$ cat src/rtl/dpm_pkg.sv
package dpm_pkg;

    localparam int MAG_W     = 16;
    localparam int FILL_W    = 17;
    localparam int TIME_W    = 10;
    localparam int CFG_W     = 16;
    localparam int DROP_W    = CFG_W + TIME_W;
    localparam int LOG_Q_W   = 16;
    localparam int ATTEN_W   = 20;
    localparam int QUOT_W    = 23;
    localparam int KDB_W     = 19;
    localparam int RECIP_SH  = 24;
    localparam int ADDR_W    = 3;
    localparam int DATA_W    = 32;

    localparam logic [FILL_W-1:0] FULL_FILL       = 17'h10000;
    localparam logic [KDB_W-1:0]  DB_PER_LOG2_Q16 = 19'd394566;

    localparam logic [CFG_W-1:0] DECAY_RATE_RST = 16'd1092;
    localparam logic [CFG_W-1:0] HOLD_TIME_RST  = 16'd1000;

    // Word index of a configuration register (byte address bit 2).
    typedef enum logic {
        REG_DECAY_RATE = 1'b0,
        REG_HOLD_TIME  = 1'b1
    } reg_idx_t;

    typedef struct packed {
        logic [MAG_W-1:0]  in_left;
        logic [MAG_W-1:0]  in_right;
        logic [MAG_W-1:0]  out_left;
        logic [MAG_W-1:0]  out_right;
        logic [TIME_W-1:0] elapsed;
    } item_t;

    typedef struct packed {
        logic [FILL_W-1:0] in_level;
        logic [FILL_W-1:0] in_marker;
        logic [FILL_W-1:0] out_level;
        logic [FILL_W-1:0] out_marker;
    } result_t;

    // Load enables of the four conversion stages.
    typedef struct packed {
        logic s1;
        logic s2;
        logic s3;
        logic s4;
    } adv_t;

    // log2(1 + f / 2^bits) in Q16 by repeated squaring; evaluated at elaboration only.
    function automatic logic [LOG_Q_W-1:0] mant_log(input int f, input int bits);
        logic [63:0]        x;
        logic [LOG_Q_W-1:0] r;
        x = (64'd1 << 30) + (64'(f) << (30 - bits));
        r = '0;
        for (int i = 0; i < LOG_Q_W; i++)
        begin
            x = (x * x) >> 30;
            r = r << 1;
            if (x >= (64'd2 << 30))
            begin
                x = x >> 1;
                r = r | 16'd1;
            end
        end
        return r;
    endfunction

endpackage

$ cat src/rtl/dpm_db_map.sv
module dpm_db_map
    import dpm_pkg::*;
#(
    parameter int FLOOR_DB       = 60,
    parameter int LOG_TABLE_BITS = 6
)
(
    input  logic              clk,
    input  adv_t              adv,
    input  logic [MAG_W-1:0]  mag_a,
    input  logic [MAG_W-1:0]  mag_b,
    output logic [FILL_W-1:0] fill
);

    localparam int TBL_SIZE = 1 << LOG_TABLE_BITS;
    localparam int SHIFT_W  = (MAG_W - 1) + LOG_TABLE_BITS;
    localparam int RECIP    = (1 << RECIP_SH) / FLOOR_DB;
    localparam int REC_W    = $clog2(RECIP + 1);
    localparam int EST_W    = QUOT_W + REC_W - RECIP_SH;
    localparam int FL_W     = $clog2(FLOOR_DB + 1);
    localparam int REM_W    = QUOT_W + FL_W;
    localparam int D_W      = EST_W + 1;
    localparam logic [REC_W-1:0] RECIP_C = REC_W'(RECIP);
    localparam logic [FL_W-1:0]  FLOOR_C = FL_W'(FLOOR_DB);

    logic [LOG_Q_W-1:0] mant_rom [TBL_SIZE];

    for (genvar g = 0; g < TBL_SIZE; g++)
    begin : g_rom
        assign mant_rom[g] = mant_log(g, LOG_TABLE_BITS);
    end

    // Stage 1: louder channel, leading one, mantissa lookup, attenuation in log2 units.
    logic [MAG_W-1:0]          mag;
    logic [3:0]                lead;
    logic [SHIFT_W-1:0]        shifted;
    logic [LOG_TABLE_BITS-1:0] frac;
    logic [ATTEN_W-1:0]        atten;

    always_comb
    begin
        mag  = (mag_a > mag_b) ? mag_a : mag_b;
        lead = '0;
        for (int i = 0; i < MAG_W - 1; i++)
        begin
            if (mag[i])
            begin
                lead = 4'(i);
            end
        end
        shifted = {mag[MAG_W-2:0], {LOG_TABLE_BITS{1'b0}}} >> lead;
        frac    = shifted[LOG_TABLE_BITS-1:0];
        atten   = {4'd15 - lead, 16'd0} - {4'd0, mant_rom[frac]};
    end

    logic [ATTEN_W-1:0] atten_reg;
    logic               zero1_reg, full1_reg;

    always_ff @(posedge clk)
    begin
        if (adv.s1)
        begin
            atten_reg <= atten;
            zero1_reg <= (mag == '0);
            full1_reg <= mag[MAG_W-1];
        end
    end

    // Stage 2: scale to dB over the floor, the power-of-two part of the divisor.
    logic [ATTEN_W+KDB_W-1:0] prod_db;
    logic [QUOT_W-1:0]        quot_reg;
    logic                     zero2_reg, full2_reg;

    assign prod_db = (ATTEN_W+KDB_W)'(atten_reg) * (ATTEN_W+KDB_W)'(DB_PER_LOG2_Q16);

    always_ff @(posedge clk)
    begin
        if (adv.s2)
        begin
            quot_reg  <= prod_db[16 +: QUOT_W];
            zero2_reg <= zero1_reg;
            full2_reg <= full1_reg;
        end
    end

    // Stage 3: reciprocal estimate of the division by the floor; low by at most one.
    logic [QUOT_W+REC_W-1:0] prod_rec;
    logic [EST_W-1:0]        est_reg;
    logic [QUOT_W-1:0]       quot3_reg;
    logic                    zero3_reg, full3_reg;

    assign prod_rec = (QUOT_W+REC_W)'(quot_reg) * (QUOT_W+REC_W)'(RECIP_C);

    always_ff @(posedge clk)
    begin
        if (adv.s3)
        begin
            est_reg   <= prod_rec[QUOT_W+REC_W-1:RECIP_SH];
            quot3_reg <= quot_reg;
            zero3_reg <= zero2_reg;
            full3_reg <= full2_reg;
        end
    end

    // Stage 4: correct the estimate and form the fill.
    logic [REM_W-1:0]  prod_fl;
    logic [REM_W-1:0]  rem;
    logic [D_W-1:0]    loss;
    logic [FILL_W-1:0] fill_c;
    logic [FILL_W-1:0] fill_reg;

    always_comb
    begin
        prod_fl = REM_W'(est_reg) * REM_W'(FLOOR_C);
        rem     = REM_W'(quot3_reg) - prod_fl;
        loss    = D_W'(est_reg) + D_W'(rem >= REM_W'(FLOOR_C));
        if (zero3_reg)
        begin
            fill_c = '0;
        end
        else if (full3_reg)
        begin
            fill_c = FULL_FILL;
        end
        else if (loss >= D_W'(FULL_FILL))
        begin
            fill_c = '0;
        end
        else
        begin
            fill_c = FILL_W'(D_W'(FULL_FILL) - loss);
        end
    end

    always_ff @(posedge clk)
    begin
        if (adv.s4)
        begin
            fill_reg <= fill_c;
        end
    end

    assign fill = fill_reg;

endmodule

$ cat src/rtl/dpm_ballistics.sv
module dpm_ballistics
    import dpm_pkg::*;
(
    input  logic              clk,
    input  logic              rst_n,
    input  logic              update,
    input  logic [FILL_W-1:0] target,
    input  logic [DROP_W-1:0] drop,
    input  logic [TIME_W-1:0] elapsed,
    input  logic [CFG_W-1:0]  hold_time,
    output logic [FILL_W-1:0] level_next,
    output logic [FILL_W-1:0] marker_next
);

    logic [FILL_W-1:0] bar_reg, bar_next;
    logic [FILL_W-1:0] hold_pos_reg, hold_pos_next;
    logic [CFG_W-1:0]  hold_left_reg, hold_left_next;

    always_comb
    begin
        bar_next       = bar_reg;
        hold_pos_next  = hold_pos_reg;
        hold_left_next = hold_left_reg;

        if (target > bar_reg)
        begin
            bar_next = target;
        end
        else if (DROP_W'(bar_reg) > drop)
        begin
            bar_next = FILL_W'(DROP_W'(bar_reg) - drop);
        end
        else
        begin
            bar_next = '0;
        end

        // The marker holds while the timer runs and decays like the bar afterwards.
        if (target > hold_pos_reg)
        begin
            hold_pos_next  = target;
            hold_left_next = hold_time;
        end
        else if (hold_left_reg != '0)
        begin
            if (hold_left_reg > CFG_W'(elapsed))
            begin
                hold_left_next = hold_left_reg - CFG_W'(elapsed);
            end
            else
            begin
                hold_left_next = '0;
            end
        end
        else if (DROP_W'(hold_pos_reg) > drop)
        begin
            hold_pos_next = FILL_W'(DROP_W'(hold_pos_reg) - drop);
        end
        else
        begin
            hold_pos_next = '0;
        end
    end

    always_ff @(posedge clk or negedge rst_n)
    begin
        if (!rst_n)
        begin
            bar_reg       <= '0;
            hold_pos_reg  <= '0;
            hold_left_reg <= '0;
        end
        else if (update)
        begin
            bar_reg       <= bar_next;
            hold_pos_reg  <= hold_pos_next;
            hold_left_reg <= hold_left_next;
        end
    end

    assign level_next  = bar_next;
    assign marker_next = hold_pos_next;

endmodule

$ cat src/rtl/dual_peak_meter_with_hold.sv
// Dual peak meter with peak hold for an input pair and an output pair of channels.
// Each transaction on the item channel carries four linear peak magnitudes
// (32768 is full scale) and the milliseconds elapsed since the previous one.
// Each transaction on the result channel carries the bar fill and the hold
// marker of both pairs after that update, where 65536 means a full bar.
// Both channels use valid and stall; a transaction completes at a rising edge
// with valid high and stall low. Two lanes, one per pair, convert the louder
// channel to a dB fill in four register stages, and the output register merges
// the ballistics of both lanes into one result.
// A taken item moves through stages 1 to 4 into the output register. Throughput
// is one item per cycle while results are not stalled. Each stage holds while
// the one after it is full and stalled, so items are still taken into empty
// stages while a result waits; item_stall rises only if all five stages are full.
// Reset clears all bars, markers and hold timers, empties the pipeline, and
// sets decay_rate to 1092 and hold_time to 1000. The APB registers are
// decay_rate at byte address 0 and hold_time at byte address 4.
module dual_peak_meter_with_hold
    import dpm_pkg::*;
#(
    parameter int FLOOR_DB       = 60,
    parameter int LOG_TABLE_BITS = 6
)
(
    input  logic              clk,
    input  logic              rst_n,

    input  logic              item_valid,
    output logic              item_stall,
    input  item_t             item,

    output logic              result_valid,
    input  logic              result_stall,
    output result_t           result,

    input  logic              psel,
    input  logic              penable,
    input  logic              pwrite,
    input  logic [ADDR_W-1:0] paddr,
    input  logic [DATA_W-1:0] pwdata,
    output logic [DATA_W-1:0] prdata,
    output logic              pready
);

    // Configuration registers. The user changes them only while the meter is idle; the block does not enforce it.
    logic [CFG_W-1:0] decay_rate_reg;
    logic [CFG_W-1:0] hold_time_reg;
    reg_idx_t         reg_idx;
    logic             cfg_wr;

    assign pready  = 1'b1;
    assign reg_idx = reg_idx_t'(paddr[2]);
    assign cfg_wr  = psel && penable && pwrite;

    always_ff @(posedge clk or negedge rst_n)
    begin
        if (!rst_n)
        begin
            decay_rate_reg <= DECAY_RATE_RST;
            hold_time_reg  <= HOLD_TIME_RST;
        end
        else if (cfg_wr)
        begin
            case (reg_idx)
                REG_DECAY_RATE: decay_rate_reg <= pwdata[CFG_W-1:0];
                REG_HOLD_TIME:  hold_time_reg  <= pwdata[CFG_W-1:0];
                default:        decay_rate_reg <= decay_rate_reg;
            endcase
        end
    end

    always_comb
    begin
        case (reg_idx)
            REG_DECAY_RATE: prdata = DATA_W'(decay_rate_reg);
            REG_HOLD_TIME:  prdata = DATA_W'(hold_time_reg);
            default:        prdata = '0;
        endcase
    end

    // Pipeline control. A stage loads when it is empty or its content moves on,
    // so bubbles close up even while the output register is stalled.
    logic v1_reg, v2_reg, v3_reg, v4_reg;
    logic out_valid_reg;
    logic load_out;
    adv_t adv;

    always_comb
    begin
        load_out = !out_valid_reg || !result_stall;
        adv.s4   = !v4_reg || load_out;
        adv.s3   = !v3_reg || adv.s4;
        adv.s2   = !v2_reg || adv.s3;
        adv.s1   = !v1_reg || adv.s2;
    end

    assign item_stall = !adv.s1;

    always_ff @(posedge clk or negedge rst_n)
    begin
        if (!rst_n)
        begin
            v1_reg        <= 1'b0;
            v2_reg        <= 1'b0;
            v3_reg        <= 1'b0;
            v4_reg        <= 1'b0;
            out_valid_reg <= 1'b0;
        end
        else
        begin
            if (adv.s1)
            begin
                v1_reg <= item_valid;
            end
            if (adv.s2)
            begin
                v2_reg <= v1_reg;
            end
            if (adv.s3)
            begin
                v3_reg <= v2_reg;
            end
            if (adv.s4)
            begin
                v4_reg <= v3_reg;
            end
            if (load_out)
            begin
                out_valid_reg <= v4_reg;
            end
        end
    end

    // Decay step and elapsed time travel beside the lanes to the ballistics.
    logic [DROP_W-1:0] drop1_reg, drop2_reg, drop3_reg, drop4_reg;
    logic [TIME_W-1:0] dt1_reg, dt2_reg, dt3_reg, dt4_reg;

    always_ff @(posedge clk)
    begin
        if (adv.s1)
        begin
            drop1_reg <= DROP_W'(decay_rate_reg) * DROP_W'(item.elapsed);
            dt1_reg   <= item.elapsed;
        end
        if (adv.s2)
        begin
            drop2_reg <= drop1_reg;
            dt2_reg   <= dt1_reg;
        end
        if (adv.s3)
        begin
            drop3_reg <= drop2_reg;
            dt3_reg   <= dt2_reg;
        end
        if (adv.s4)
        begin
            drop4_reg <= drop3_reg;
            dt4_reg   <= dt3_reg;
        end
    end

    // Lanes: input pair and output pair.
    logic [FILL_W-1:0] in_fill, out_fill;

    dpm_db_map #(
        .FLOOR_DB       (FLOOR_DB),
        .LOG_TABLE_BITS (LOG_TABLE_BITS)
    ) u_in_map (
        .clk   (clk),
        .adv   (adv),
        .mag_a (item.in_left),
        .mag_b (item.in_right),
        .fill  (in_fill)
    );

    dpm_db_map #(
        .FLOOR_DB       (FLOOR_DB),
        .LOG_TABLE_BITS (LOG_TABLE_BITS)
    ) u_out_map (
        .clk   (clk),
        .adv   (adv),
        .mag_a (item.out_left),
        .mag_b (item.out_right),
        .fill  (out_fill)
    );

    // Ballistics state advances exactly when an item enters the output register.
    logic              bal_update;
    logic [FILL_W-1:0] in_level_c, in_marker_c, out_level_c, out_marker_c;

    assign bal_update = load_out && v4_reg;

    dpm_ballistics u_in_bal (
        .clk         (clk),
        .rst_n       (rst_n),
        .update      (bal_update),
        .target      (in_fill),
        .drop        (drop4_reg),
        .elapsed     (dt4_reg),
        .hold_time   (hold_time_reg),
        .level_next  (in_level_c),
        .marker_next (in_marker_c)
    );

    dpm_ballistics u_out_bal (
        .clk         (clk),
        .rst_n       (rst_n),
        .update      (bal_update),
        .target      (out_fill),
        .drop        (drop4_reg),
        .elapsed     (dt4_reg),
        .hold_time   (hold_time_reg),
        .level_next  (out_level_c),
        .marker_next (out_marker_c)
    );

    // Output register: merges both lanes into one result transaction.
    result_t result_reg;

    always_ff @(posedge clk)
    begin
        if (bal_update)
        begin
            result_reg.in_level   <= in_level_c;
            result_reg.in_marker  <= in_marker_c;
            result_reg.out_level  <= out_level_c;
            result_reg.out_marker <= out_marker_c;
        end
    end

    assign result_valid = out_valid_reg;
    assign result       = result_reg;

    // The item side stalls only when every stage holds an item behind a stalled result.
    a_stall_only_full: assert property (@(posedge clk) disable iff (!rst_n)
        item_stall |-> (v1_reg && v2_reg && v3_reg && v4_reg && out_valid_reg && result_stall))
        else $error("item stall with a free pipeline stage");

    // A stalled result stays valid and keeps its payload.
    a_result_hold: assert property (@(posedge clk) disable iff (!rst_n)
        (result_valid && result_stall) |=> (result_valid && $stable(result)))
        else $error("result changed while stalled");

    // Hold markers never exceed full scale.
    a_fill_range: assert property (@(posedge clk) disable iff (!rst_n)
        result_valid |-> (result.in_marker <= FULL_FILL && result.out_marker <= FULL_FILL))
        else $error("fill above full scale");

    // A result appears only when a finished item sat in the last stage.
    a_result_origin: assert property (@(posedge clk) disable iff (!rst_n)
        $rose(out_valid_reg) |-> $past(v4_reg))
        else $error("result without a finished item");

endmodule
$ cat config.mk
export PLATFORM = sky130hd
export DESIGN_NAME = dual_peak_meter_with_hold
export DESIGN_NICKNAME = d
export VERILOG_FILES = /design/src/rtl/dpm_pkg.sv /design/src/rtl/dpm_db_map.sv /design/src/rtl/dpm_ballistics.sv /design/src/rtl/dual_peak_meter_with_hold.sv
export SDC_FILE = /design/constraint.sdc
export NUM_CORES = 2
export LEC_CHECK = 0
export ABC_CLOCK_PERIOD_IN_PS = 10400
export BUFFER_PORTS_ARGS = -buffer_cell sky130_fd_sc_hd__buf_4
export CORE_ASPECT_RATIO = 0.7
export CORE_MARGIN = 8
export CORE_UTILIZATION = 48
export DETAILED_ROUTE_END_ITERATION = 16
export HOLD_SLACK_MARGIN = 0.1
export PLACE_DENSITY = 0.65
export SYNTH_ARGS = -nofsm -noshare
export SYNTH_HDL_FRONTEND = slang
export SYNTH_SLANG_ARGS = --single-unit
$ cat constraint.sdc
create_clock -name clk -period 10.4 [get_ports clk]
set_input_delay 1.04 -clock clk [delete_from_list [all_inputs] [get_ports clk]]
set_output_delay 1.04 -clock clk [all_outputs]
set_load 0.05 [all_outputs]
Word-level counts from Yosys, hierarchy flattened. Memory sizes are Yosys's and may differ from the RTL's. Index checks and enable logic that the tools add are counted.

Output and inout bits: 103. Bits in writable memories: 0. ROM bits: 2048. Bits in latches: 0. Input bits: 116. Memories kept: 2. Logic and storage cells: 179. Register bits after elaboration: 563.

Memory list: (name not given) (depth 64, bits a word 16, read ports 1, clocked after Yosys merged registers in 0, wr ports 0, RTL line dpm_db_map.sv:53) `atten = {4'd15 - lead, 16'd0} - {4'd0, mant_rom[frac]};`; (name not given) (depth 64, bits a word 16, read ports 1, clocked after Yosys merged registers in 0, wr ports 0, RTL line dpm_db_map.sv:53).

Div/mod/pow operators: 0. Add/sub/neg operators: 16. Bitwise operators: 3. Shift-type cells: 2. Muxes and demuxes: 55. $mul: 7. Reduce and logical (&&, ||, !) cells: 27. $lt $le $gt $ge: 18. Equal/unequal tests: 0.

Operators with widths (number): 17-bit 2-to-1 mux (14); 16-bit 2-to-1 mux (12); 17-bit by 26-bit greater-than comparator with 1-bit output (4); 23-bit by 17-bit multiplier with 40-bit output (second input constant) (2); 20-bit by 18-bit multiplier with 38-bit output (second input constant) (2); 17-bit greater-than comparator (4); 17-bit subtractor (4); 32-bit case mux with 2 select lines (1); 29-bit by 6-bit >= comparator with 1-bit output (second input constant) (2); 4-bit 2-to-1 mux (14); 23-bit by 24-bit subtractor with 25-bit output (2); 18-bit by 4-bit multiplier with 22-bit output (second input constant) (2); 21-bit by 4-bit >> shifter with 6-bit output (2); 20-bit by 16-bit subtractor with 20-bit output (2); 18-bit by 1-bit adder with 19-bit output (2); 19-bit by 17-bit >= comparator with 1-bit output (second input constant) (2); 17-bit subtractor (first input constant) (2); 16-bit by 10-bit greater-than comparator with 1-bit output (2); 16-bit greater-than comparator (2); 16-bit logical NOT (2); 16-bit nonzero test (2); 16-bit by 10-bit subtractor with 16-bit output (2); 16-bit by 10-bit multiplier with 26-bit output (1); 3-bit 2-to-1 mux (8); other kinds (12) (36).

Depth between registers and ports, before layout.
Depth after elaboration: 22. Mapped depth: 46. Mapped depth without buffers: 46.

Hierarchy. A second synthesis with hierarchy kept.

Cell total of the unflattened synthesis: 6386. Area, all modules: 61395.1 um^2.

By module, submodules not included: dpm_db_map (u_out_map) (area an instance 18153.7 um^2, instances 1, cells each 1926, sequential area each 3153.0 um^2); dpm_db_map (u_in_map) (area an instance 18094.9 um^2, instances 1, cells each 1933, sequential area each 3153.0 um^2); dual_peak_meter_with_hold (area an instance 13390.3 um^2, instances 1, cells each 961, sequential area each 7303.3 um^2); dpm_ballistics (area an instance 5878.1 um^2, instances 2, cells each 783, sequential area each 1251.2 um^2).

Worst setup path before layout. Ideal clock, no wire load.

Path type: flip-flop to flip-flop. Start point: register u_out_map.est_reg[2]. End point: register u_out_map.fill_reg[15] (netlist: u_out_map.fill[15]), data pin. Buffers on the path: 0. Stages on the path, launching flop included: 44. Path slack: 1704 ps. Period minus slack after synthesis: 8696 ps. Library setup time: 258 ps. Arrival: 8438 ps. Data required time: 10142 ps. Path through: edfxtp_1 > fa_1 > fa_1 > ha_1 > a21o_1 > a21oi_1 > o21bai_1 > a21oi_1 > o21bai_1 > a21oi_1 > o21bai_1 > a21oi_1 > o21bai_1 > a21oi_1 > nor2b_1 > o21a_1 > o21a_1 > o21a_1 > (+8 left out) > o211ai_1 > nor3_1 > o2111ai_1 > nor3_1 > o221ai_1 > or4_1 > ha_1 > ha_1 > xnor2_1 > nand3_1 > nor3_1 > and3_1 > and3_1 > and3_1 > nand3_1 > nor2_1 > xnor2_1 > nor2_1.

Word-level cells in the longest chain between the ends: 6. Elaborated cells between the ends (all ways): 7. Classes of those cells: add/sub (3); mul (1); order compare (2); reduce/logical (1).

Ends and longest elaborated chain: from (decl) (RTL line dpm_db_map.sv:88) `logic [EST_W-1:0] est_reg;`; from (signal assigned) (RTL line dpm_db_map.sv:98) `est_reg <= prod_rec[QUOT_W+REC_W-1:RECIP_SH];`; 18-bit by 4-bit multiplier with 22-bit output (RTL line dpm_db_map.sv:114) `prod_fl = REM_W'(est_reg) * REM_W'(FLOOR_C);`; 23-bit by 24-bit subtractor with 25-bit output (RTL line dpm_db_map.sv:115) `rem = REM_W'(quot3_reg) - prod_fl;`; 29-bit by 6-bit >= comparator with 1-bit output (RTL line dpm_db_map.sv:116) `loss = D_W'(est_reg) + D_W'(rem >= REM_W'(FLOOR_C));`; 18-bit by 1-bit adder with 19-bit output * (RTL line dpm_db_map.sv:116); 19-bit by 17-bit >= comparator with 1-bit output (RTL line dpm_db_map.sv:125) `else if (loss >= D_W'(FULL_FILL))`; 3-bit OR reduction (no source line); to (signal assigned) (RTL line dpm_db_map.sv:139) `fill_reg <= fill_c;`; to (decl) (RTL line dpm_db_map.sv:110) `logic [FILL_W-1:0] fill_reg;`.

Mark *: on every way between the ends. The rest lies on a longest branch, timed or not. A chain may end at the register's enable or synchronous reset.

Worst setup path in the final report.
Start point: register u_in_map.est_reg[0]. End point: register u_in_map.fill_reg[15] (netlist: u_in_map.fill[15]), data pin.

Word-level cells in the longest chain between the ends: 6. Elaborated cells between the ends (all ways): 7. Classes of those cells: add/sub (3); mul (1); order compare (2); reduce/logical (1).

Ends and longest elaborated chain (RTL line): from (decl) (dpm_db_map.sv:88); from (signal assigned) (dpm_db_map.sv:98); 18-bit by 4-bit multiplier with 22-bit output (dpm_db_map.sv:114); 23-bit by 24-bit subtractor with 25-bit output (dpm_db_map.sv:115); 29-bit by 6-bit >= comparator with 1-bit output (dpm_db_map.sv:116); 18-bit by 1-bit adder with 19-bit output * (dpm_db_map.sv:116); 19-bit by 17-bit >= comparator with 1-bit output (dpm_db_map.sv:125); 3-bit OR reduction (no source line); to (signal assigned) (dpm_db_map.sv:139); to (decl) (dpm_db_map.sv:110).

Marks and branches as above.

==> impl_metrics.env <==
export IMPL_worstSkewPairLatency_ns=0.67
export IMPL_num_vias=43700
export IMPL_coreArea_mm2=0.121
export IMPL_grt_overflow_total=0
export IMPL_crit_path_end_kind="flop"
export IMPL_cp_max_fo=5
export IMPL_ios=219
export IMPL_root_buffer="clkbuf_16"
export IMPL_post_route_drc_count=0
export IMPL_grt_usage_pct=21.7
export IMPL_slew_headroom_pct=21.0
export IMPL_final_min_clock_period_ns=9.64
export IMPL_holdBufCountCts=0
export IMPL_largest_reg_flops=68
export IMPL_fin_tns_setup_ns=0
export IMPL_hold_path_class="reg2reg"
export IMPL_drt_initial_drc_count=3438
export IMPL_synth_flop_cell="edfxtp_1"
export IMPL_critPathArrivalTime_ns=10.05
export IMPL_antenna_left=0
export IMPL_clk_pin_slew_ns=0.07
export IMPL_cp_slowest_cell="fa_1"
export IMPL_fmax_mhz=104
export IMPL_cts_htree_levels=2
export IMPL_synth_edf_count=422
export IMPL_start_util_pct=48.3
export IMPL_yosys_warnings=0
export IMPL_crit_type="reg2reg"
export IMPL_antenna_found_initial=6
export IMPL_ys_seq_area_share_pct=27.5
export IMPL_post_drt_wl_per_cell_um=19.0
export IMPL_critical_path_max_stage_delay_ns=0.61
export IMPL_die_area_mm2=0.134
export IMPL_area_growth_syn_to_layout_pct=9.10
export IMPL_synthArstFlopShare_pct=24.5
export IMPL_fin_nets=7567
export IMPL_grt_max_degree=79
export IMPL_numCtsBuffers=60
export IMPL_die_w_um=434
export IMPL_place_congestion=0.918
export IMPL_synth_seq_cells=559
export IMPL_place_hpwl_um=118000
export IMPL_min_period_over_period_pct=92.7
export IMPL_wl_um=148000
export IMPL_fin_skew_ns=0.0528
export IMPL_die_h_um=309
export IMPL_grt_pass1_vias=42400
export IMPL_num_rows=107
export IMPL_syn_area_mm2=0.0587
export IMPL_ys_types=100
export IMPL_outcome="finished, final reports clean"
export IMPL_reg2reg_slack_ns=0.76
export IMPL_fillers=10900
export IMPL_maxSlewViolCount=0
export IMPL_syn_avg_cell_area_um2=9.85
export IMPL_numPortBuffers=183
export IMPL_setup_violations=0
export IMPL_layout_drive_gt1_share_pct=8.65
export IMPL_tightest_slew_ns=1.17
export IMPL_clockBufferDepth=3
export IMPL_rsz0062_at_grt="no"
export IMPL_drt_vias_per_instance=5.61
export IMPL_cp_common_cell="a21oi_1"
export IMPL_cts_tree="done"
export IMPL_firstDrtPassIters=7
export IMPL_clock_sinks=559
export IMPL_finalHoldViolCount=0
export IMPL_synthCells=5958
export IMPL_setup_worst_path_start_class="flop"
export IMPL_maxCapViolations=0
export IMPL_grt_pass1_wl_um=235000
export IMPL_crit_required_ns=10.81
-- kinds of logic (layout without fill, tap and decap cells) --
kind of cell               after synthesis  count (layout)  share of synthesized area [%]
adders and majority gates             1355            1355                           33.8
and+or+nand+nor                       1322            1322                           10.8
AOI/OAI and AO/OA                     1160            1160                           13.2
buffers and inverters                 1104            1278                           7.29
DFF                                    559             559                           27.5
xor gates and xnor gates               264             264                           3.94
muxes                                  192             192                           3.56
other                                    2              20                         0.0128
-- worst paths after layout --
| path | startpoint | endpoint | cells past startpoint |
|---|---|---|---|
| min reg2reg | drop2_reg[11] | drop3_reg[11] | 0 |
| max reg2reg | u_in_map.est_reg[0] | u_in_map.fill[15] | 41 |
| min | drop2_reg[11] | drop3_reg[11] | 0 |
| max | u_in_map.est_reg[0] | u_in_map.fill[15] | 41 |
| min in group asynchronous | rst_n | u_in_bal.bar_reg[8] | 1 |
| max in group asynchronous | rst_n | u_out_bal.hold_pos_reg[12] | 2 |
-- through the flow --
| stage | cells | hold WS (ns) | worst slack (ns) | instance area, µm² | utilization, % |
|---|---|---|---|---|---|
| after CTS | 7770 | 0.382 | 0.565 | 63900 | 52.6 |
| final | 7785 | 0.390 | 0.758 | 64000 | 52.7 |
| after global placement | 7657 | 0.400 | 0.670 | 61800 | 50.9 |
| after detailed placement | 7657 | 0.405 | 0.586 | 61800 | 50.9 |
| after floorplan | 5973 | 0.400 | 1.70 | 58700 | - |
| after global routing | 7782 | 0.386 | 0.0513 | 64000 | 52.7 |
-- layout make-up --
type	instances	area, µm²	area share, %
timing repair buffer	234	1760	2.75
antenna	3	7.51	0.0117
sequential	559	16100	25.2
tap	1635	2050	3.20
clock inverter	40	546	0.852
inverter	931	3500	5.47
clock buffer	73	1580	2.47
multi-input combinational	4310	38500	60.1
-- synth_stat cells, types with 19 or more instances --
| library cell | number | area share [%] |
|---|---|---|
| a211oi_1 | 37 | 0.47 |
| a21boi_0 | 41 | 0.52 |
| a21o_1 | 84 | 1.1 |
| a21oi_1 | 285 | 2.4 |
| a221oi_1 | 35 | 0.52 |
| a22o_1 | 21 | 0.31 |
| a22oi_1 | 21 | 0.27 |
| a31oi_1 | 53 | 0.57 |
| and2_1 | 90 | 0.96 |
| and3_1 | 38 | 0.41 |
| buf_2 | 23 | 0.20 |
| buf_4 | 21 | 0.27 |
| clkbuf_1 | 124 | 0.79 |
| dfrtp_1 | 128 | 5.5 |
| edfxtp_1 | 422 | 22 |
| fa_1 | 380 | 13 |
| ha_1 | 975 | 21 |
| inv_1 | 927 | 5.9 |
| mux2_2 | 125 | 2.4 |
| mux2i_1 | 66 | 1.1 |
| nand2_1 | 346 | 2.2 |
| nand2b_1 | 42 | 0.45 |
| nand3_1 | 95 | 0.81 |
| nand4_1 | 46 | 0.49 |
| nor2_1 | 388 | 2.5 |
| nor2b_1 | 52 | 0.55 |
| nor3_1 | 112 | 0.96 |
| nor4_1 | 23 | 0.25 |
| o211ai_1 | 37 | 0.47 |
| o21a_1 | 47 | 0.60 |
| o21ai_0 | 233 | 2.0 |
| o21bai_1 | 39 | 0.50 |
| o22ai_1 | 19 | 0.20 |
| o31ai_1 | 22 | 0.28 |
| xnor2_1 | 208 | 3.1 |
| xor2_1 | 56 | 0.84 |
-- layout by cell type, fill, tap and decap left out, types with 37 or more instances in the layout --
master	count
xor2_1	56
o21ai_0	231
nor2b_1	52
a211oi_1	37
nand2b_1	42
nor2_1	387
ha_1	975
nand3_1	94
clkbuf_16	61
a21oi_1	284
edfxtp_1	422
a21boi_0	41
nand2_1	345
nand4_1	46
xnor2_1	207
mux2i_1	66
buf_4	233
mux2_2	125
dfrtp_1	128
and2_1	90
nor3_1	110
o21a_1	47
and3_1	38
o21bai_1	39
inv_1	925
a21o_1	84
a31oi_1	52
fa_1	380
o211ai_1	37
-- metal layers --
metal	wire length [µm]	up-vias	track usage [%]
met4	3360	0	4.86
met1	73700	21100	34.1
met3	11200	198	3.70
met2	59900	1388	30.9
met5	0	-	0
li1	-	21000	-
-- worst max-delay path, delay by kind of cell (launching register included) --
kind	cells	cell delay (ns)
AO/OA/AOI/OAI	19	3.15
adder cells (fa/ha/maj)	6	2.39
AND/OR/NAND/NOR	13	2.75
XOR/XNOR	3	0.56
flip-flops	1	0.50
-- what timing repair did --
action                     CTS  global route
gates resized for setup      0             3
setup endpoints to repair    0             5
buffers inserted             0            11
Power is not shown: default switching activity piles up to over one toggle a cycle in this logic, so the estimate is an artifact.
